==> src/rtl/hsb_pkg.sv <==
// hsb_pkg: shared constants, codes and transfer structs for the shade adjust pipeline.
// No dependencies; imported by every module under rtl/.
package hsb_pkg;

  localparam int CHANNEL_BITS  = 8;
  localparam int HUE_FRAC_BITS = 8;

  localparam int CH_W   = CHANNEL_BITS;
  localparam int AMT_W  = 9;
  localparam int MODE_W = 3;
  localparam int FRAC_W = 16;
  localparam int S_W    = FRAC_W + 1;
  localparam int V_W    = CH_W + FRAC_W;
  localparam int HUE_W  = $clog2(360 << HUE_FRAC_BITS);
  localparam int Q_W    = $clog2((60 << HUE_FRAC_BITS) + 1);

  // divider: DIV_BITS quotient bits per stage
  localparam int DIV_BITS   = 4;
  localparam int DVD_RAW    = CH_W + ((FRAC_W > Q_W) ? FRAC_W : Q_W);
  localparam int DIV_STAGES = (DVD_RAW + DIV_BITS - 1) / DIV_BITS;
  localparam int DVD_W      = DIV_STAGES * DIV_BITS;

  // front register + divider + two adjust stages + four back-conversion stages
  localparam int PIPE_LAT = 1 + DIV_STAGES + 2 + 4;

  localparam logic [AMT_W-1:0] AMT_ONE = AMT_W'(256);
  localparam logic [CH_W-1:0]  CMAX    = CH_W'((1 << CHANNEL_BITS) - 1);
  localparam logic [S_W-1:0]   S_ONE   = S_W'(1 << FRAC_W);

  localparam logic [HUE_W-1:0] DEG60  = HUE_W'(60 << HUE_FRAC_BITS);
  localparam logic [HUE_W-1:0] DEG120 = HUE_W'(120 << HUE_FRAC_BITS);
  localparam logic [HUE_W-1:0] DEG180 = HUE_W'(180 << HUE_FRAC_BITS);
  localparam logic [HUE_W-1:0] DEG240 = HUE_W'(240 << HUE_FRAC_BITS);
  localparam logic [HUE_W-1:0] DEG300 = HUE_W'(300 << HUE_FRAC_BITS);
  localparam logic [HUE_W-1:0] DEG330 = HUE_W'(330 << HUE_FRAC_BITS);
  localparam logic [HUE_W-1:0] DEG360 = HUE_W'(360 << HUE_FRAC_BITS);

  // f = (hm << 16) / (15 << (HF+2)) = (hm << (14-HF)) / 15, done by reciprocal
  localparam int F_SHIFT  = 14 - HUE_FRAC_BITS;
  localparam int FX_W     = 20;
  localparam int RECIP_W  = 21;
  localparam int RECIP_SH = 24;
  localparam logic [RECIP_W-1:0] RECIP15 = RECIP_W'(1118482);

  typedef enum logic [MODE_W-1:0] {
    MODE_SHADE      = 3'd0,
    MODE_TINT       = 3'd1,
    MODE_TONE       = 3'd2,
    MODE_WARMER     = 3'd3,
    MODE_COOLER     = 3'd4,
    MODE_COMP_TINT  = 3'd5,
    MODE_COMP_SHADE = 3'd6,
    MODE_ANALOGOUS  = 3'd7
  } mode_e;

  typedef enum logic [1:0] {
    CH_RED   = 2'd0,
    CH_GREEN = 2'd1,
    CH_BLUE  = 2'd2
  } chan_e;

  typedef enum logic [2:0] {
    SEC_0 = 3'd0,
    SEC_1 = 3'd1,
    SEC_2 = 3'd2,
    SEC_3 = 3'd3,
    SEC_4 = 3'd4,
    SEC_5 = 3'd5
  } sector_e;

  typedef struct packed {
    logic [CH_W-1:0]  in_red;
    logic [CH_W-1:0]  in_green;
    logic [CH_W-1:0]  in_blue;
    logic [CH_W-1:0]  in_alpha;
    logic [AMT_W-1:0] amount;
  } pix_in_t;

  typedef struct packed {
    logic [CH_W-1:0] out_red;
    logic [CH_W-1:0] out_green;
    logic [CH_W-1:0] out_blue;
    logic [CH_W-1:0] out_alpha;
  } pix_out_t;

  // travels alongside the dividers
  typedef struct packed {
    logic             valid;
    mode_e            mode;
    logic [AMT_W-1:0] amt;
    logic [CH_W-1:0]  alpha;
    logic [CH_W-1:0]  mx;
    logic             grey;
    chan_e            sel;
    logic             neg;
  } side_t;

  typedef struct packed {
    logic             valid;
    logic [CH_W-1:0]  alpha;
    logic [HUE_W-1:0] hue;
    logic [S_W-1:0]   sat;
    logic [V_W-1:0]   val;
  } hsv_t;

endpackage

==> src/rtl/hsb_hsv2rgb.sv <==
// hsb_hsv2rgb: sector split, fraction, p/q/t products and channel selection.
// Four register stages, the last one is the output register. Depends on hsb_pkg.
module hsb_hsv2rgb (
  input  logic              clk_i,
  input  logic              rst_ni,
  input  hsb_pkg::hsv_t     hsv_i,
  output logic              valid_o,
  output hsb_pkg::pix_out_t pix_o
);
  import hsb_pkg::*;

  typedef struct packed {
    logic             valid;
    logic [CH_W-1:0]  alpha;
    sector_e          sector;
    logic [HUE_W-1:0] hm;
    logic [S_W-1:0]   sat;
    logic [V_W-1:0]   val;
  } b1_t;

  typedef struct packed {
    logic              valid;
    logic [CH_W-1:0]   alpha;
    sector_e           sector;
    logic [FRAC_W-1:0] f;
    logic [S_W-1:0]    sat;
    logic [V_W-1:0]    val;
  } b2_t;

  typedef struct packed {
    logic            valid;
    logic [CH_W-1:0] alpha;
    sector_e         sector;
    logic [S_W-1:0]  kp;
    logic [S_W-1:0]  kq;
    logic [S_W-1:0]  kt;
    logic [V_W-1:0]  val;
  } b3_t;

  b1_t b1_d, b1_q;
  b2_t b2_d, b2_q;
  b3_t b3_d, b3_q;
  logic     valid_d, valid_q;
  pix_out_t pix_d, pix_q;

  // stage 1: sector and remainder within the sector
  always_comb begin
    b1_d.valid = hsv_i.valid;
    b1_d.alpha = hsv_i.alpha;
    b1_d.sat   = hsv_i.sat;
    b1_d.val   = hsv_i.val;
    if (hsv_i.hue >= DEG300) begin
      b1_d.sector = SEC_5;
      b1_d.hm     = hsv_i.hue - DEG300;
    end else if (hsv_i.hue >= DEG240) begin
      b1_d.sector = SEC_4;
      b1_d.hm     = hsv_i.hue - DEG240;
    end else if (hsv_i.hue >= DEG180) begin
      b1_d.sector = SEC_3;
      b1_d.hm     = hsv_i.hue - DEG180;
    end else if (hsv_i.hue >= DEG120) begin
      b1_d.sector = SEC_2;
      b1_d.hm     = hsv_i.hue - DEG120;
    end else if (hsv_i.hue >= DEG60) begin
      b1_d.sector = SEC_1;
      b1_d.hm     = hsv_i.hue - DEG60;
    end else begin
      b1_d.sector = SEC_0;
      b1_d.hm     = hsv_i.hue;
    end
  end

  // stage 2: f in Q16 by reciprocal multiply
  logic [FX_W-1:0]         fx;
  logic [FX_W+RECIP_W-1:0] f_prod;

  always_comb begin
    fx          = FX_W'(b1_q.hm) << F_SHIFT;
    f_prod      = (FX_W+RECIP_W)'(fx) * (FX_W+RECIP_W)'(RECIP15);
    b2_d.valid  = b1_q.valid;
    b2_d.alpha  = b1_q.alpha;
    b2_d.sector = b1_q.sector;
    b2_d.f      = f_prod[RECIP_SH +: FRAC_W];
    b2_d.sat    = b1_q.sat;
    b2_d.val    = b1_q.val;
  end

  // stage 3: scale factors 1-S, 1-S*f, 1-S*(1-f)
  logic [2*S_W-1:0] sf_prod, sg_prod;

  always_comb begin
    sf_prod     = (2*S_W)'(b2_q.sat) * (2*S_W)'(b2_q.f);
    sg_prod     = (2*S_W)'(b2_q.sat) * (2*S_W)'(S_ONE - S_W'(b2_q.f));
    b3_d.valid  = b2_q.valid;
    b3_d.alpha  = b2_q.alpha;
    b3_d.sector = b2_q.sector;
    b3_d.kp     = S_ONE - b2_q.sat;
    b3_d.kq     = S_ONE - sf_prod[FRAC_W +: S_W];
    b3_d.kt     = S_ONE - sg_prod[FRAC_W +: S_W];
    b3_d.val    = b2_q.val;
  end

  // stage 4: p, q, t and channel pick
  logic [V_W+S_W-1:0] p_prod, q_prod, t_prod;
  logic [CH_W-1:0]    cv, cp, cq, ct;

  always_comb begin
    p_prod = (V_W+S_W)'(b3_q.val) * (V_W+S_W)'(b3_q.kp);
    q_prod = (V_W+S_W)'(b3_q.val) * (V_W+S_W)'(b3_q.kq);
    t_prod = (V_W+S_W)'(b3_q.val) * (V_W+S_W)'(b3_q.kt);
    cv     = b3_q.val[FRAC_W +: CH_W];
    cp     = p_prod[2*FRAC_W +: CH_W];
    cq     = q_prod[2*FRAC_W +: CH_W];
    ct     = t_prod[2*FRAC_W +: CH_W];

    valid_d         = b3_q.valid;
    pix_d.out_alpha = b3_q.alpha;
    case (b3_q.sector)
      SEC_0: begin
        pix_d.out_red = cv; pix_d.out_green = ct; pix_d.out_blue = cp;
      end
      SEC_1: begin
        pix_d.out_red = cq; pix_d.out_green = cv; pix_d.out_blue = cp;
      end
      SEC_2: begin
        pix_d.out_red = cp; pix_d.out_green = cv; pix_d.out_blue = ct;
      end
      SEC_3: begin
        pix_d.out_red = cp; pix_d.out_green = cq; pix_d.out_blue = cv;
      end
      SEC_4: begin
        pix_d.out_red = ct; pix_d.out_green = cp; pix_d.out_blue = cv;
      end
      default: begin
        pix_d.out_red = cv; pix_d.out_green = cp; pix_d.out_blue = cq;
      end
    endcase
  end

  always_ff @(posedge clk_i or negedge rst_ni) begin
    if (!rst_ni) begin
      b1_q    <= '0;
      b2_q    <= '0;
      b3_q    <= '0;
      valid_q <= 1'b0;
    end else begin
      b1_q    <= b1_d;
      b2_q    <= b2_d;
      b3_q    <= b3_d;
      valid_q <= valid_d;
    end
  end

  always_ff @(posedge clk_i) begin
    pix_q <= pix_d;
  end

  assign valid_o = valid_q;
  assign pix_o   = pix_q;

endmodule

==> config.mk <==
export PLATFORM = sky130hd
export DESIGN_NAME = hsb_hsv2rgb
export DESIGN_NICKNAME = d
export VERILOG_FILES = /design/src/rtl/hsb_pkg.sv /design/src/rtl/hsb_hsv2rgb.sv
export SDC_FILE = /design/constraint.sdc
export NUM_CORES = 2
export LEC_CHECK = 0
export CORE_ASPECT_RATIO = 0.7
export CORE_UTILIZATION = 50
export DETAILED_ROUTE_END_ITERATION = 6
export DONT_BUFFER_PORTS = 1
export GPL_TIMING_DRIVEN = 0
export PLACE_DENSITY = 0.73
export SLEW_MARGIN = 20
export SYNTH_ARGS = -nofsm -noshare
export SYNTH_HDL_FRONTEND = slang
export SYNTH_SLANG_ARGS = --single-unit
==> constraint.sdc <==
create_clock -name clk_i -period 12.2 [get_ports clk_i]
set_input_delay 1.83 -clock clk_i [delete_from_list [all_inputs] [get_ports clk_i]]
set_output_delay 1.83 -clock clk_i [all_outputs]
set_load 0.02 [all_outputs]
=== Word-level counts from Yosys, hierarchy flattened ===
Index checks and enable logic that the tools add are counted.

* Bits of input ports: 69
* Output and inout bits: 33
* Bits in registers: 256
* Logic and storage cells: 55

* $mul: 6
* Eq/ne operators: 4
* Reduce and logical (&&, ||, !) cells: 1
* Multiplexer cells: 6
* Order comparisons: 5
* Add/subtract/negate cells: 9

{| class="wikitable"
|+ Operator list
! operator !! count
|-
| $mul A24 B17 Y40 || 3
|-
| $pmux W24 S5 || 1
|-
| $sub A17 B17 Y17 const A || 3
|-
| $mux W20 || 2
|-
| $mux W19 || 2
|-
| $ge A17 B16 Y1 const B || 2
|-
| $sub A17 B16 Y17 const B || 2
|-
| $mul A14 B20 Y33 const B || 1
|-
| $mul A17 B16 Y33 || 1
|-
| $mul A18 B18 Y33 || 1
|-
| $mux W18 || 1
|-
| $sub A17 B16 Y18 const A || 1
|-
| $ge A17 B14 Y1 const B || 1
|-
| $ge A17 B15 Y1 const B || 1
|-
| $ge A17 B17 Y1 const B || 1
|-
| $sub A17 B14 Y17 const B || 1
|-
| $sub A17 B15 Y17 const B || 1
|-
| $sub A17 B17 Y17 const B || 1
|-
| $eq A3 B2 Y1 const B || 2
|-
| $eq A3 B1 Y1 const B || 1
|-
| $eq A3 B3 Y1 const B || 1
|-
| $logic_not A3 Y1 || 1
|}

=== Longest topological paths before layout ===
* Word-level depth: 6
* Gate-level depth with buffers: 33
* Gate-level depth less buffers: 32

=== Worst setup path after synthesis ===
No wires, ideal clock.

* Path type: reg2reg
* From: reg b2_q[49] (netlist bit)
* To: reg b3_q[35] (netlist bit)
* Period minus slack after synthesis: 7.979 ns
* Data required time: 12.071 ns
* Path buffers: 2
* Library setup time: 0.129 ns
* Cell stages (with the launch flop): 29
* Arrival time: 7.850 ns
* Path slack: 4.221 ns
* Path through: dfrtp_1 -> clkbuf_1 -> or4_1 -> or3_1 -> nor4_1 -> xnor2_1 -> clkbuf_1 -> nand2_1 -> fa_1 -> inv_1 -> fa_1 -> fa_1 -> fa_1 -> fa_1 -> inv_1 -> fa_1 -> inv_1 -> ha_1 -> a21o_1 -> a21o_1 -> a21o_1 -> or4_1 -> a22oi_1 -> nor2_1 -> a21oi_1 -> nand2_1 -> or4_1 -> nand3_1 -> xnor2_1

{| class="wikitable"
|+ RTL lines
! element !! line !! text
|-
| start, declared || hsb_hsv2rgb.sv:41 || <nowiki>b2_t b2_d, b2_q;</nowiki>
|-
| start signal, assigned || hsb_hsv2rgb.sv:143 || <nowiki>b2_q <= '0;</nowiki>
|-
| start signal, assigned || hsb_hsv2rgb.sv:148 || <nowiki>b2_q <= b2_d;</nowiki>
|-
| end signal, assigned || hsb_hsv2rgb.sv:144 || <nowiki>b3_q <= '0;</nowiki>
|-
| end signal, assigned || hsb_hsv2rgb.sv:149 || <nowiki>b3_q <= b3_d;</nowiki>
|-
| end, declared || hsb_hsv2rgb.sv:42 || <nowiki>b3_t b3_d, b3_q;</nowiki>
|}

==> impl_metrics.json <==
{
  "numCtsBuffers": 29,
  "dieArea_sq_um": 132000,
  "yosysSeqAreaShare_pct": 9.58,
  "routed_wl_mm": 197,
  "violations": "DRC",
  "synth.area.top_cells": "fa_1 44%, ha_1 12%, inv_1 10%, dfrtp_1 8.6%, nand2_1 7.5%",
  "critPathTopFamily": "adder cells",
  "holdBufCountCts": 0,
  "slew_violations": 0,
  "run_status": "complete, but fails checks",
  "cpPeakStageDelay_ps": 900,
  "layout-drive-gt1-share_pct": 1.12,
  "fin_crit_sh_pct": 84.1,
  "fin_skew_ps": 21.4,
  "max_freq_mhz": 97.5,
  "routedWlPerCell_um": 21.7,
  "worstSetupPathType": "flop to flop",
  "worstPathRequired_ps": 12770,
  "clkSinkCount": 256,
  "tightestPinTransition_ps": 1240,
  "gp_congestion": 1.03,
  "core-area_sq_um": 129000,
  "synth_most_common_cell": "inv_1",
  "arrival_ps": 10830,
  "rsz0062_at_grt": "no",
  "drt-vias-per-instance": 5.50,
  "cts_tree": "done",
  "area_growth_pct": 5.01,
  "drc": 1,
  "synth_top_area_cell": "fa_1",
  "grt_max_degree": 225,
  "die_y_um": 304,
  "setup_viol": 0,
  "clockRootBuffer": "clkbuf_16",
  "yosys-top-cells-count": "1809 x inv_1, 1426 x fa_1, 1297 x nand2_1",
  "io_pins": 102,
  "clk_latency_ps": 680,
  "vias": 49800,
  "slew_headroom_pct": 17.2,
  "path_buf_inv": 6,
  "ys_ff_latch": 256,
  "drv_cap": 0,
  "syn-cell-area_sq_um": 65200,
  "initial_core_util_pct": 50.6,
  "finalCriticalPeriod_ps": 10260,
  "clkTransAtPathRegs_ps": 80,
  "grt_pass1_vias": 51600,
  "dr.pass1.iters": 7,
  "ys_types": 79,
  "path_common_cell": "fa_1",
  "dpl.hpwl_mm": 166,
  "avgSynthCellArea_sq_um": 8.99,
  "slowest_stage": "xnor2_1",
  "netlist_instances": 7252,
  "yosysTopAreaCellShare_pct": 43.8,
  "cts-resized-gates": 0,
  "io_buffer_count": 0,
  "grt_usage_pct": 30.9,
  "htreeDepth": 1,
  "synth_nets": 9383,
  "nFillCells": 11700,
  "ant_nets": 0,
  "fin_setup_tns_ps": 0,
  "grt_antenna_before_repair": 9,
  "grt_pass1_wl_mm": 306,
  "die_x_um": 434,
  "nets": 9415,
  "rows": 110,
  "cp_max_fo": 10,
  "hold_viol": 0,
  "ys.flop_type": "dfrtp_1",
  "ys_async_sr_fraction_pct": 87.5,
  "fin_util_pct": 53.1,
  "yosysWarnings": 0,
  "end_kind": "flop",
  "drt_iter0_drc": 5112,
  "cts_buffer_depth": 3,
  "hold_class": "flop to flop",
  "cp-start-kind": "flop",
  "cts_setup_buffers": 0,
  "synth_edf_count": 0,
  "overflow": 0
}
[sequential cells by signal, summed over array words and instances, names as in the netlist]
name and cells:
b3_q 86, b2_q 69, b1_q 67, pix_o 32, valid_d 1, valid_o 1
[metrics by stage]
| stage | std cells | worst slack (ps) | area (sq um) | hold slack [ps] |
|---|---|---|---|---|
| 6_report | 9062 | 1940 | 68500 | 336 |
| 2_1_floorplan | 7252 | 4220 | 65200 | 324 |
| 3_5_place_dp | 8988 | 2340 | 67400 | 329 |
| 5_1_grt | 9044 | 1640 | 68400 | 343 |
| 4_1_cts | 9042 | 2290 | 68400 | 337 |
| 3_3_place_gp | 8988 | 2490 | 67400 | 328 |
[layer usage]
| metal | track usage, % | vias up | share of wire (%) |
|---|---|---|---|
| li1 | - | 21300 | - |
| met1 | 44.4 | 25000 | 41 |
| met2 | 41.0 | 3075 | 38 |
| met3 | 15.2 | 412 | 17 |
| met4 | 8.13 | 10 | 3.3 |
| met5 | 1.13 | - | 0.14 |
[path summary, 6_finish.rpt]
check	from	cells after the start	slack, ps	endpoint
max reg2reg	b2_q[42]$_DFF_PN0_	30	1940	b3_q[40]$_DFF_PN0_
max	b2_q[42]$_DFF_PN0_	30	1940	b3_q[40]$_DFF_PN0_
min in group asynchronous	rst_ni	0	840	b1_q[41]$_DFF_PN0_
max in group asynchronous	rst_ni	0	10940	b1_q[6]$_DFF_PN0_
min reg2reg	b2_q[9]$_DFF_PN0_	0	340	b3_q[9]$_DFF_PN0_
min	b2_q[9]$_DFF_PN0_	0	340	b3_q[9]$_DFF_PN0_
[layout by cell type (no fill, tap or decap), types with 10 or more instances in the layout]
cell type / Yosys / routed
a221oi_1: 12 / 12
nand2b_1: 11 / 11
xor2_1: 38 / 38
a21o_1: 62 / 62
nand4_1: 20 / 20
clkbuf_1: 356 / 356
nor2b_1: 21 / 21
nand2_1: 1297 / 1297
clkbuf_16: 0 / 29
nor2_1: 92 / 92
xnor2_1: 112 / 112
nor4_1: 15 / 14
o21a_1: 10 / 10
o21ai_0: 65 / 65
dfrtp_1: 224 / 224
ha_1: 636 / 636
and2_1: 555 / 555
and3_1: 24 / 24
nor3_1: 40 / 40
nand3_1: 41 / 41
or4_1: 10 / 10
a211oi_1: 14 / 14
fa_1: 1426 / 1426
a31oi_1: 22 / 22
o22ai_1: 11 / 11
a21oi_1: 114 / 114
buf_1: 22 / 22
o211ai_1: 14 / 14
inv_1: 1809 / 1809
diode_2: 0 / 19
dfxtp_1: 32 / 32
[area by class of cell]
type                       instances  area (sq um)  share of cell area [%]
multi-input combinational       4806         50700                    74.1
inverter                        1810          6790                    9.92
sequential                       256          6250                    9.12
tap                             1736          2170                    3.17
buffer                           380          1430                    2.09
clock buffer                      32           757                    1.11
clock inverter                    22           278                   0.406
antenna                           19          47.5                  0.0694
timing repair buffer               1          7.51                  0.0110
[logic make-up (layout without fill, tap and decap cells)]
group | Yosys count | after routing | synth area share, %
buffers and inverters | 2190 | 2245 | 12.6
other | 0 | 19 | 0
XOR/XNOR | 150 | 150 | 2.02
AND/OR/NAND/NOR | 2168 | 2168 | 15.4
multiplexers | 4 | 4 | 0.0653
adder cells (fa/ha/maj) | 2062 | 2062 | 56.0
AO/OA/AOI/OAI | 422 | 422 | 4.29
flip-flops | 256 | 256 | 9.58
[worst register-to-register path: cells and delay by family, from the launching register on]
family	cells	cell delay, ps
adders and majority gates	8	3540
DFF	1	330
buffers and inverters	6	1530
xor gates and xnor gates	2	1080
and+or+nand+nor	9	2360
AOI/OAI and AO/OA	5	1320
Power is not shown: default switching activity piles up to over one toggle a cycle in this logic, so the estimate is an artifact.
