--- src/rtl/hsb_pkg.sv ---
// hsb_pkg: shared constants, codes and transfer structs for the shade adjust pipeline.
// No dependencies; imported by every module under rtl/.
package hsb_pkg;

  localparam int CHANNEL_BITS  = 8;
  localparam int HUE_FRAC_BITS = 8;

  localparam int CH_W   = CHANNEL_BITS;
  localparam int AMT_W  = 9;
  localparam int MODE_W = 3;
  localparam int FRAC_W = 16;
  localparam int S_W    = FRAC_W + 1;
  localparam int V_W    = CH_W + FRAC_W;
  localparam int HUE_W  = $clog2(360 << HUE_FRAC_BITS);
  localparam int Q_W    = $clog2((60 << HUE_FRAC_BITS) + 1);

  // divider: DIV_BITS quotient bits per stage
  localparam int DIV_BITS   = 4;
  localparam int DVD_RAW    = CH_W + ((FRAC_W > Q_W) ? FRAC_W : Q_W);
  localparam int DIV_STAGES = (DVD_RAW + DIV_BITS - 1) / DIV_BITS;
  localparam int DVD_W      = DIV_STAGES * DIV_BITS;

  // front register + divider + two adjust stages + four back-conversion stages
  localparam int PIPE_LAT = 1 + DIV_STAGES + 2 + 4;

  localparam logic [AMT_W-1:0] AMT_ONE = AMT_W'(256);
  localparam logic [CH_W-1:0]  CMAX    = CH_W'((1 << CHANNEL_BITS) - 1);
  localparam logic [S_W-1:0]   S_ONE   = S_W'(1 << FRAC_W);

  localparam logic [HUE_W-1:0] DEG60  = HUE_W'(60 << HUE_FRAC_BITS);
  localparam logic [HUE_W-1:0] DEG120 = HUE_W'(120 << HUE_FRAC_BITS);
  localparam logic [HUE_W-1:0] DEG180 = HUE_W'(180 << HUE_FRAC_BITS);
  localparam logic [HUE_W-1:0] DEG240 = HUE_W'(240 << HUE_FRAC_BITS);
  localparam logic [HUE_W-1:0] DEG300 = HUE_W'(300 << HUE_FRAC_BITS);
  localparam logic [HUE_W-1:0] DEG330 = HUE_W'(330 << HUE_FRAC_BITS);
  localparam logic [HUE_W-1:0] DEG360 = HUE_W'(360 << HUE_FRAC_BITS);

  // f = (hm << 16) / (15 << (HF+2)) = (hm << (14-HF)) / 15, done by reciprocal
  localparam int F_SHIFT  = 14 - HUE_FRAC_BITS;
  localparam int FX_W     = 20;
  localparam int RECIP_W  = 21;
  localparam int RECIP_SH = 24;
  localparam logic [RECIP_W-1:0] RECIP15 = RECIP_W'(1118482);

  typedef enum logic [MODE_W-1:0] {
    MODE_SHADE      = 3'd0,
    MODE_TINT       = 3'd1,
    MODE_TONE       = 3'd2,
    MODE_WARMER     = 3'd3,
    MODE_COOLER     = 3'd4,
    MODE_COMP_TINT  = 3'd5,
    MODE_COMP_SHADE = 3'd6,
    MODE_ANALOGOUS  = 3'd7
  } mode_e;

  typedef enum logic [1:0] {
    CH_RED   = 2'd0,
    CH_GREEN = 2'd1,
    CH_BLUE  = 2'd2
  } chan_e;

  typedef enum logic [2:0] {
    SEC_0 = 3'd0,
    SEC_1 = 3'd1,
    SEC_2 = 3'd2,
    SEC_3 = 3'd3,
    SEC_4 = 3'd4,
    SEC_5 = 3'd5
  } sector_e;

  typedef struct packed {
    logic [CH_W-1:0]  in_red;
    logic [CH_W-1:0]  in_green;
    logic [CH_W-1:0]  in_blue;
    logic [CH_W-1:0]  in_alpha;
    logic [AMT_W-1:0] amount;
  } pix_in_t;

  typedef struct packed {
    logic [CH_W-1:0] out_red;
    logic [CH_W-1:0] out_green;
    logic [CH_W-1:0] out_blue;
    logic [CH_W-1:0] out_alpha;
  } pix_out_t;

  // travels alongside the dividers
  typedef struct packed {
    logic             valid;
    mode_e            mode;
    logic [AMT_W-1:0] amt;
    logic [CH_W-1:0]  alpha;
    logic [CH_W-1:0]  mx;
    logic             grey;
    chan_e            sel;
    logic             neg;
  } side_t;

  typedef struct packed {
    logic             valid;
    logic [CH_W-1:0]  alpha;
    logic [HUE_W-1:0] hue;
    logic [S_W-1:0]   sat;
    logic [V_W-1:0]   val;
  } hsv_t;

endpackage

--- src/rtl/hsb_div.sv ---
// hsb_div: pipelined restoring divider, DIV_BITS quotient bits per stage.
// Depends on hsb_pkg.
module hsb_div (
  input  logic                     clk_i,
  input  logic [hsb_pkg::DVD_W-1:0] dividend_i,
  input  logic [hsb_pkg::CH_W-1:0]  divisor_i,
  output logic [hsb_pkg::DVD_W-1:0] quotient_o
);
  import hsb_pkg::*;

  logic [CH_W-1:0]  rem_q [DIV_STAGES];
  logic [DVD_W-1:0] num_q [DIV_STAGES];
  logic [CH_W-1:0]  dsr_q [DIV_STAGES];

  for (genvar k = 0; k < DIV_STAGES; k++) begin : g_stage
    logic [CH_W-1:0]  rem_in;
    logic [DVD_W-1:0] num_in;
    logic [CH_W-1:0]  dsr_in;
    logic [CH_W-1:0]  rem_nx;
    logic [DVD_W-1:0] num_nx;

    if (k == 0) begin : g_first
      assign rem_in = '0;
      assign num_in = dividend_i;
      assign dsr_in = divisor_i;
    end else begin : g_next
      assign rem_in = rem_q[k-1];
      assign num_in = num_q[k-1];
      assign dsr_in = dsr_q[k-1];
    end

    // dividend bits leave at the top, quotient bits enter at the bottom
    always_comb begin
      logic [CH_W:0] r;
      rem_nx = rem_in;
      num_nx = num_in;
      for (int j = 0; j < DIV_BITS; j++) begin
        r      = {rem_nx, num_nx[DVD_W-1]};
        num_nx = {num_nx[DVD_W-2:0], 1'b0};
        if (r >= {1'b0, dsr_in}) begin
          r         = r - {1'b0, dsr_in};
          num_nx[0] = 1'b1;
        end
        rem_nx = r[CH_W-1:0];
      end
    end

    always_ff @(posedge clk_i) begin
      rem_q[k] <= rem_nx;
      num_q[k] <= num_nx;
      dsr_q[k] <= dsr_in;
    end
  end

  assign quotient_o = num_q[DIV_STAGES-1];

endmodule

--- config.mk ---
export PLATFORM = sky130hd
export DESIGN_NAME = hsb_div
export DESIGN_NICKNAME = d
export VERILOG_FILES = /design/src/rtl/hsb_pkg.sv /design/src/rtl/hsb_div.sv
export SDC_FILE = /design/constraint.sdc
export NUM_CORES = 1
export LEC_CHECK = 0
export ABC_CLOCK_PERIOD_IN_PS = 12340
export BUFFER_PORTS_ARGS = -buffer_cell sky130_fd_sc_hd__buf_2
export CAP_MARGIN = 10
export CORE_MARGIN = 2
export CORE_UTILIZATION = 45
export CTS_BUF_LIST = sky130_fd_sc_hd__clkbuf_4 sky130_fd_sc_hd__clkbuf_8
export DETAILED_ROUTE_END_ITERATION = 16
export GPL_TIMING_DRIVEN = 0
export PLACE_DENSITY_LB_ADDON = 0.12
export SYNTH_ARGS = -nofsm -noshare
export SYNTH_HDL_FRONTEND = slang
export SYNTH_SLANG_ARGS = --single-unit
--- constraint.sdc ---
create_clock -name clk_i -period 12.34 [get_ports clk_i]
set_input_delay 1.234 -clock clk_i [delete_from_list [all_inputs] [get_ports clk_i]]
set_output_delay 1.234 -clock clk_i [all_outputs]
set_load 0.02 [all_outputs]
== Word-level counts from Yosys, hierarchy flattened ==
Memories as Yosys holds them, arrays and structs flattened.
Cells that the tools add are included.
Cells by class
  magnitude comparators: 24
  add/subtract/negate cells: 24
  multiplexer cells: 48
Operator list (count)
  $ge A9 B8 Y1: 23
  $mux W8: 24
  $sub A8 B8 Y8: 23
  $mux W1: 24
  $ge A1 B8 Y1: 1
  $sub A1 B8 Y8: 1
Storage, ports and cells
  logic and storage cells: 99
  output and inout bits: 24
  memories: 3
  input port bits: 33
  memory bits (writable): 240
  register bits after elaboration: 0
Memories
  num_q: depth 6, width 24, read ports 6, clocked after memory_dff 0, wr ports 6, RTL line hsb_div.sv:12  | logic [DVD_W-1:0] num_q [DIV_STAGES];
  dsr_q: depth 6, width 8, read ports 5, clocked after memory_dff 0, wr ports 6, RTL line hsb_div.sv:13  | logic [CH_W-1:0] dsr_q [DIV_STAGES];
  rem_q: depth 6, width 8, read ports 5, clocked after memory_dff 0, wr ports 6, RTL line hsb_div.sv:11  | logic [CH_W-1:0] rem_q [DIV_STAGES];

== Depth between registers and ports, before layout ==
Gate-level depths: netlist (run 1).
An unclocked memory read counts as a cell.
  word-level depth: 9
  depth in mapped cells: 45
  gate-level depth less buffers: 43

== Least setup slack after synthesis (run 1) ==
OpenSTA, ideal clock, no wires.
  kind: register to register
  start: memory dsr_q[3][5] (netlist bit)
  end: memory rem_q[4][1] (netlist bit)
  cell stages (with the launch flop): 40
  required time: 12.219 ns
  library setup time: 0.121 ns
  slack: 3.776 ns
  clock period less this slack: 8.564 ns
  data arrival time: 8.443 ns
  buffers on the path: 3
  cells stage by stage: dfxtp_1 inv_1 ha_1 and3_1 a2111oi_0 o21a_1 buf_1 nor2_1 a21oi_1 inv_1 ha_1 nor2b_1 o21a_1 o21ai_0 a21oi_1 a221oi_1 o31ai_1 clkbuf_1 [... 4 more ...] o21ai_0 a21boi_0 o31a_1 o31ai_1 nand4_1 mux2i_1 clkbuf_1 mux2_2 ha_1 nand2_1 a21o_1 a31o_2 a21oi_1 o21ba_2 mux2_2 nand2_1 nand2_1 mux2_2
RTL lines (RTL line)
  start, declared: hsb_div.sv:13
  end, declared: hsb_div.sv:11

==> results of run 1 <==
## worst register-to-register path, delay by kind of cell (launching register included)
kind | cells | cell delay (ps)
compound gates | 17 | 4440
mux | 5 | 1880
buf+inv | 7 | 1540
fa+ha+maj | 4 | 1280
simple gates | 8 | 870
flops | 1 | 350
## stage by stage
stage | cell area [um^2] | cells
3_5_place_dp | 14600 | 1933
2_1_floorplan | 13800 | 1481
3_3_place_gp | 14600 | 1933
6_report | 15500 | 2001
5_1_grt | 15500 | 2001
4_1_cts | 15500 | 2001
## state kept, by name, indices dropped and copies added (netlist names)
name and count:
dsr_q 40, rem_q 40, num_q 144
## layout make-up
| type | count | area, um^2 | area share (%) |
|---|---|---|---|
| Multi-Input combinational cell | 1085 | 8680 | 55.8 |
| Sequential cell | 224 | 4480 | 28.8 |
| Clock buffer | 54 | 693 | 4.46 |
| Inverter | 158 | 593 | 3.81 |
| Tap cell | 396 | 495 | 3.19 |
| Timing Repair Buffer | 56 | 280 | 1.80 |
| Clock inverter | 14 | 254 | 1.63 |
| Buffer | 14 | 66.3 | 0.426 |
## final timing paths
check / depth (start not counted) / slack (ps) / to / startpoint
min reg2reg: 0 / 310 / num_q[4][5] / num_q[3][1]
max reg2reg: 41 / 1900 / rem_q[4][0] / dsr_q[3][6]
min: 0 / 310 / num_q[4][5] / num_q[3][1]
max: 41 / 1900 / rem_q[4][0] / dsr_q[3][6]
## layer usage
metal	vias up	track usage [%]
met5	-	0
met4	0	5.14
met3	38	3.03
met2	154	33.6
met1	4805	23.5
li1	5401	-
## cell usage in the layout (no fill, tap or decap), types with 7 or more instances in the layout
cell         n
fa_1        22
a21boi_0    11
mux2_2      83
nor2b_1     34
clkbuf_1     7
buf_2       61
mux2_4       7
ha_1       186
mux2i_1     22
o21bai_1    15
o21a_1      16
xnor2_1     68
xor2_1      34
nand3_1     27
o21ai_0     83
dfxtp_1    224
o211ai_1     7
inv_1      154
clkbuf_4     8
nor2_1      79
nor3_1      18
nand2_1     87
nand4_1     29
or2_2        9
a21o_1      38
nand2b_1    21
bufinv_16    7
a21oi_1     95
clkbuf_8    46
## cell families (layout without fill, tap and decap cells)
group | Yosys count | count (layout) | synth area share [%]
flops | 224 | 224 | 32.4
simple gates | 338 | 338 | 12.1
fa+ha+maj | 208 | 208 | 20.0
xor+xnor | 102 | 102 | 6.46
compound gates | 325 | 325 | 15.1
buf+inv | 172 | 296 | 4.77
mux | 112 | 112 | 9.11
==> results.py, run 1 <==
metrics = {
    "cells_and_area": {
        "diodes": 0,
        "fill_cells": 2926,
        "post-route-util_pct": 51.1,
        "areaGrowthSynthToFinish_pct": 12.5,
        "nNetsFinal": 1819,
        "drive_gt1_share_pct": 15.1,
    },
    "sta": {
        "finalWorstSetupSlack_ps": 1900,
        "fin_crit_ps": 10440,
        "final_max_slew_viol_count": 0,
        "hold_violations": 0,
        "setup_violations": 0,
        "finalSetupTns_ps": 0,
        "worst_pin_slew_ps": 676,
        "max-slew-margin-rel_pct": 53.6,
        "max_freq_mhz": 95.8,
        "grt_setup_unrepaired": "no",
        "holdWs_ps": 313,
        "fin_crit_sh_pct": 84.6,
        "clock_skew_ps": 22.2,
    },
    "clock_network": {
        "clk_latency_ps": 560,
        "cts_sinks": 224,
        "cts_tree": "done",
        "cts-buffers-inserted": 39,
        "path_clk_slew_ps": 60,
        "post_cts_buffers": 0,
        "cts_root_buf": "clkbuf_8",
        "cts.htree.levels": 2,
        "holdBufCountCts": 0,
        "cts_buffer_depth": 3,
        "cts_resized": 0,
    },
    "drt": {
        "vias": 10398,
        "vias_per_cell": 5.20,
        "wirelength_mm": 29.4,
        "detail_route.iter0.violations": 444,
        "met2WireLength_mm": 14.1,
        "wl_met1_mm": 13.6,
        "routedWlPerCell_um": 14.7,
        "drc": 0,
        "wl_met3_mm": 1.13,
        "first_pass_iters": 5,
        "ant_nets": 0,
        "routed.top_layer": "met4",
    },
    "synth": {
        "yosys-top-cells-area": "dfxtp_1 32%, ha_1 17%, mux2_2 6.8%",
        "yosys_register_bits": 224,
        "synthTopCellsByCount": "224 x dfxtp_1, 186 x ha_1, 154 x inv_1",
        "ys.flop_type": "dfxtp_1",
        "ys_types": 75,
        "yosys.area.top_type": "dfxtp_1",
        "synth_edf_count": 0,
        "yosysTopAreaCellShare_pct": 32.4,
        "synth.most_common_cell": "dfxtp_1",
        "syn-num-nets": 1722,
        "async_reset_ff_share_pct": 0,
        "netlist_instances": 1481,
        "synth_seq_area_share_pct": 32.4,
        "syn-cell-area_mm2": 0.0138,
        "yosys_warnings": 0,
        "syn_area_per_cell_um2": 9.34,
    },
    "worst_setup_path": {
        "slowest_stage": "a2111oi_0",
        "critPathMaxFanout": 10,
        "crit_type": "reg2reg",
        "path_buf_inv": 7,
        "crit_required_ps": 12810,
        "critPathMaxStageDelay_ps": 590,
        "cpLargestDelayFamily": "compound AO/OA/AOI/OAI gates",
        "end_kind": "flop",
        "start_kind": "flop",
        "cp.arrival_ps": 10920,
    },
    "die": {
        "die_h_um": 179,
        "core_mm2": 0.0304,
        "initial_core_util_pct": 45.4,
        "die_w_um": 179,
        "die_area_mm2": 0.0321,
        "io_pins": 57,
        "rows": 64,
    },
    "placed_design": {
        "dp.final_hpwl_mm": 23.1,
        "gp_congestion": 0.878,
        "place_ws_ps": 2030,
        "portBuffers": 56,
    },
    "global_route": {
        "grt_overflow": 0,
        "antenna_found_initial": 0,
        "grt_pass1_wl_mm": 49.0,
        "grt_pass1_vias": 10318,
        "grt_max_degree": 11,
        "grtUsageTotal_pct": 18.9,
    },
    "outcome": {
        "outcome": "finished clean",
    },
    "flow_run": {
        "max_cap_violations": 0,
    },
    "worst_hold_path": {
        "min_path_type": "reg2reg",
    },
}
Power of run 1 is left out: the tool's default activity adds up to more than one toggle a clock period on the data nets, which glitch-free logic cannot reach.
==> run 2, diff against run 1 <==
--- a/config.mk
+++ b/config.mk
@@ -5,7 +5,7 @@
 export SDC_FILE = /design/constraint.sdc
 export NUM_CORES = 1
 export LEC_CHECK = 0
-export ABC_CLOCK_PERIOD_IN_PS = 12340
+export ABC_CLOCK_PERIOD_IN_PS = 8750
 export BUFFER_PORTS_ARGS = -buffer_cell sky130_fd_sc_hd__buf_2
 export CAP_MARGIN = 10
 export CORE_MARGIN = 2
==> constraint.sdc (replaced) <==
create_clock -name clk_i -period 8.75 [get_ports clk_i]
set_input_delay 0.875 -clock clk_i [delete_from_list [all_inputs] [get_ports clk_i]]
set_output_delay 0.875 -clock clk_i [all_outputs]
set_load 0.02 [all_outputs]
==> results.py, run 2 (same netlist as run 1, synthesis figures left out) <==
metrics = {
    "outcome": {
        "outcome": "finished clean",
    },
    "cells_and_area": {
        "multi_input_area_mm2": 0.00895,
        "areaGrowthSynthToFinish_pct": 16.2,
        "diodes": 0,
        "fin_area_mm2": 0.0161,
        "seqCellArea_mm2": 0.00449,
        "fill_cells": 2895,
        "largest_reg_flops": 144,
        "final_cell_mix": "220 x dfxtp_1, 181 x ha_1, 145 x inv_1",
        "final_common_cell": "dfxtp_1",
        "drive_gt1_share_pct": 20.2,
        "final_cells": 2024,
        "nNetsFinal": 1842,
        "regMostFlops": "num_q",
        "largestRegisters": "num_q x144, dsr_q x40, rem_q x40",
    },
    "sta": {
        "setup_violations": 0,
        "max_freq_mhz": 118,
        "grt_setup_unrepaired": "yes",
        "worst_pin_slew_ps": 533,
        "final_max_slew_viol_count": 0,
        "max-slew-margin-rel_pct": 64.2,
        "finalWorstSetupSlack_ps": 285,
        "hold_violations": 0,
        "clock_skew_ps": 22.2,
        "fin_crit_ps": 8470,
        "fin_crit_sh_pct": 96.7,
        "holdWs_ps": 314,
    },
    "die": {
        "rows": 64,
        "die_area_mm2": 0.0321,
        "io_pins": 57,
        "initial_core_util_pct": 45.4,
        "core_mm2": 0.0304,
        "die_h_um": 179,
        "die_w_um": 179,
    },
    "global_route": {
        "antenna_found_initial": 0,
        "grtUsageTotal_pct": 19.1,
        "grt_overflow": 0,
        "grt_pass1_wl_mm": 49.5,
        "grt_max_degree": 11,
        "grt_pass1_vias": 10439,
    },
    "worst_hold_path": {
        "min_path_type": "reg2reg",
        "min_from": "num_q[3][1]",
    },
    "worst_setup_path": {
        "critPathMaxFanout": 10,
        "crit_top_cell": "mux2_2",
        "cp-startpoint": "dsr_q[3][0]",
        "slowest_stage": "dfxtp_1",
        "end_kind": "flop",
        "cp.arrival_ps": 8900,
        "crit_required_ps": 9190,
        "reg2reg_from": "dsr_q[3][0]",
        "critPathMaxStageDelay_ps": 520,
        "start_kind": "flop",
        "crit_type": "reg2reg",
    },
    "placed_design": {
        "gp_congestion": 0.878,
        "portBuffers": 56,
        "place_inst": 1933,
        "dp.final_hpwl_mm": 23.1,
        "dpl_cell_area_mm2": 0.0146,
        "place_ws_ps": -1560,
    },
    "drt": {
        "vias": 10544,
        "wirelength_mm": 30.3,
        "routedWlPerCell_um": 15.0,
        "first_pass_iters": 6,
        "drc": 0,
        "detail_route.iter0.violations": 501,
        "vias_per_cell": 5.21,
        "ant_nets": 0,
    },
    "clock_network": {
        "cts-buffers-inserted": 39,
        "clk_latency_ps": 560,
        "path_clk_slew_ps": 60,
        "cts.htree.levels": 2,
        "holdBufCountCts": 0,
        "cts_sinks": 224,
        "cts_root_buf": "clkbuf_8",
        "cts_tree": "done",
        "cts_buffer_depth": 3,
    },
    "flow_run": {
        "max_cap_violations": 0,
    },
}
-- run 2: cell type report --
type	count	area share, %
well taps	396	3.08
clock buffers	54	4.31
repair buffers	81	2.99
plain buffers	12	0.553
flip-flops and latches	224	28.0
inverters	158	3.79
clock inverters	14	1.58
multi-input cells	1085	55.7
-- run 2: path summary, 6_finish.rpt --
| kind | endpoint | slack [ps] | cells past startpoint |
|---|---|---|---|
| worst max-delay path | rem_q[4][1] | 280 | 37 |
| worst min-delay path | num_q[4][5] | 310 | 0 |
| worst max register to register | rem_q[4][1] | 280 | 37 |
| worst min register to register | num_q[4][5] | 310 | 0 |
-- run 2: through the flow --
stage	TNS [ps]	utilization [%]
6_report	0	52.8
5_1_grt	-183	52.8
4_1_cts	0	51.7
3_5_place_dp	-32330	48.0
3_3_place_gp	-29420	48.0
2_1_floorplan	0	-
-- run 2: worst max-delay path, delay by kind of cell (launching register included) --
| kind | cells | cell delay, ps |
|---|---|---|
| mux | 6 | 1850 |
| buf+inv | 5 | 770 |
| simple gates | 7 | 980 |
| flops | 1 | 520 |
| compound gates | 15 | 2950 |
| fa+ha+maj | 4 | 1240 |
-- run 2: repair_timing --
item | 4_1_cts | 5_1_grt
buffers inserted | 7 | 18
cloned | 0 | 0
pin swaps | 4 | 6
resized for setup | 35 | 74
setup endpoints to repair | 44 | 46
-- run 2: metal layers --
layer  part of all wire (%)  vias to the layer above  track usage (%)
li1                       -                     5456                -
met2                     49                      167             34.1
met5                      0                        -                0
met4                    2.0                        0             5.28
met1                     45                     4878             23.7
met3                    3.9                       43             3.03
Power of run 2 is left out for the same reason.
==> run 3, diff against run 2 <==
--- a/config.mk
+++ b/config.mk
@@ -14,6 +14,7 @@
 export DETAILED_ROUTE_END_ITERATION = 16
 export GPL_TIMING_DRIVEN = 0
 export PLACE_DENSITY_LB_ADDON = 0.12
+export REMOVE_ABC_BUFFERS = 1
 export SYNTH_ARGS = -nofsm -noshare
 export SYNTH_HDL_FRONTEND = slang
 export SYNTH_SLANG_ARGS = --single-unit
==> results.py, run 3 (same netlist as run 1, synthesis figures left out) <==
metrics = {
    "outcome": {
        "outcome": "finished clean",
    },
    "worst_setup_path": {
        "crit_required_ps": 9200,
        "critPathMaxStageDelay_ps": 380,
        "cp.arrival_ps": 8780,
        "r2r_setup_slack_ps": 410,
        "worstRegToRegCells": 36,
        "crit_top_cell": "mux2_2",
        "slowest_stage": "ha_2",
        "crit_type": "reg2reg",
        "critPathMaxFanout": 8,
        "start_kind": "flop",
        "end_kind": "flop",
    },
    "die": {
        "core_mm2": 0.0304,
        "rows": 64,
        "die_area_mm2": 0.0321,
        "die_w_um": 179,
        "io_pins": 57,
        "die_h_um": 179,
        "initial_core_util_pct": 45.4,
    },
    "drt": {
        "drc": 0,
        "routedWlPerCell_um": 14.8,
        "ant_nets": 0,
        "first_pass_iters": 4,
        "detail_route.iter0.violations": 380,
        "wirelength_mm": 30.1,
        "vias_per_cell": 5.20,
        "vias": 10559,
    },
    "cells_and_area": {
        "areaGrowthSynthToFinish_pct": 17.3,
        "seqCellArea_mm2": 0.00449,
        "final_cell_mix": "220 x dfxtp_1, 183 x ha_1, 147 x inv_1",
        "fill_cells": 2813,
        "nNetsFinal": 1842,
        "multi_input_area_mm2": 0.00895,
        "fin_area_mm2": 0.0162,
        "largest_reg_flops": 144,
        "post-route-util_pct": 53.3,
        "largestRegisters": "num_q x144, dsr_q x40, rem_q x40",
        "regMostFlops": "num_q",
        "final_common_cell": "dfxtp_1",
        "diodes": 0,
        "drive_gt1_share_pct": 20.5,
    },
    "global_route": {
        "grt_pass1_wl_mm": 49.6,
        "grt_busiest_layer": "met2",
        "grt_max_degree": 15,
        "grt_use_met3_pct": 3.29,
        "antenna_found_initial": 0,
        "grt_pass1_vias": 10334,
        "grt_util_met1_pct": 23.9,
        "grt_overflow": 0,
        "gr-usage-met2_pct": 33.7,
        "grtUsageTotal_pct": 19.1,
    },
    "clock_network": {
        "cts_sinks": 224,
        "clk_latency_ps": 570,
        "cts_tree": "done",
        "cts_root_buf": "clkbuf_8",
        "path_clk_slew_ps": 60,
        "cts_buffer_depth": 3,
        "cts-buffers-inserted": 42,
        "cts.htree.levels": 2,
    },
    "placed_design": {
        "dp.final_hpwl_mm": 23.1,
        "dpl_cell_area_mm2": 0.0145,
        "gp_congestion": 0.871,
        "portBuffers": 56,
    },
    "sta": {
        "hold_violations": 0,
        "finalSetupTns_ps": 0,
        "final_max_slew_viol_count": 0,
        "setup_violations": 0,
        "clock_skew_ps": 25.2,
        "holdWs_ps": 309,
        "fin_crit_ps": 8340,
        "fin_crit_sh_pct": 95.3,
        "worst_pin_slew_ps": 547,
        "max-slew-margin-rel_pct": 63.3,
        "max_freq_mhz": 120,
    },
    "flow_run": {
        "max_cap_violations": 0,
    },
    "worst_hold_path": {
        "hold_depth": 0,
        "min_path_type": "reg2reg",
    },
}
-- run 3: final cells by class --
type	instances	area share (%)
repair buffers	90	3.53
well taps	396	3.06
flip-flops and latches	224	27.7
clock inverters	18	1.97
clock buffers	59	4.74
inverters	158	3.81
multi-input cells	1085	55.2
-- run 3: worst paths after layout --
| kind | endpoint | startpoint |
|---|---|---|
| worst max register to register | rem_q[4][1] | dsr_q[3][5] |
| worst min register to register | num_q[5][19] | num_q[4][15] |
| worst max-delay path | rem_q[4][1] | dsr_q[3][5] |
| worst min-delay path | num_q[5][19] | num_q[4][15] |
-- run 3: what timing repair did --
action                     in CTS  in global routing
hold buffers                    0                  0
buffers inserted               11                 23
pin swaps                       4                  8
resized for setup              25                 67
setup endpoints to repair      45                 46
-- run 3: layer usage --
metal,wire [um],share of wire (%)
met2,14700,49
met3,913,3.0
met1,14000,47
met5,0,0
met4,460,1.5
-- run 3: critical path, delay by kind of cell (launching register included) --
kind,cells,cell delay [ps]
buffers and inverters,4,580
muxes,6,1890
DFF,1,310
and+or+nand+nor,7,980
adders and majority gates,4,1340
AOI/OAI and AO/OA,15,3100
-- run 3: through the flow --
step           setup slack, ps  cells
2_1_floorplan              195   1467
4_1_cts                   19.5   2007
3_5_place_dp             -1780   1919
3_3_place_gp             -1750   1919
6_report                   413   2030
5_1_grt                  -60.0   2030
Power of run 3 is left out for the same reason.
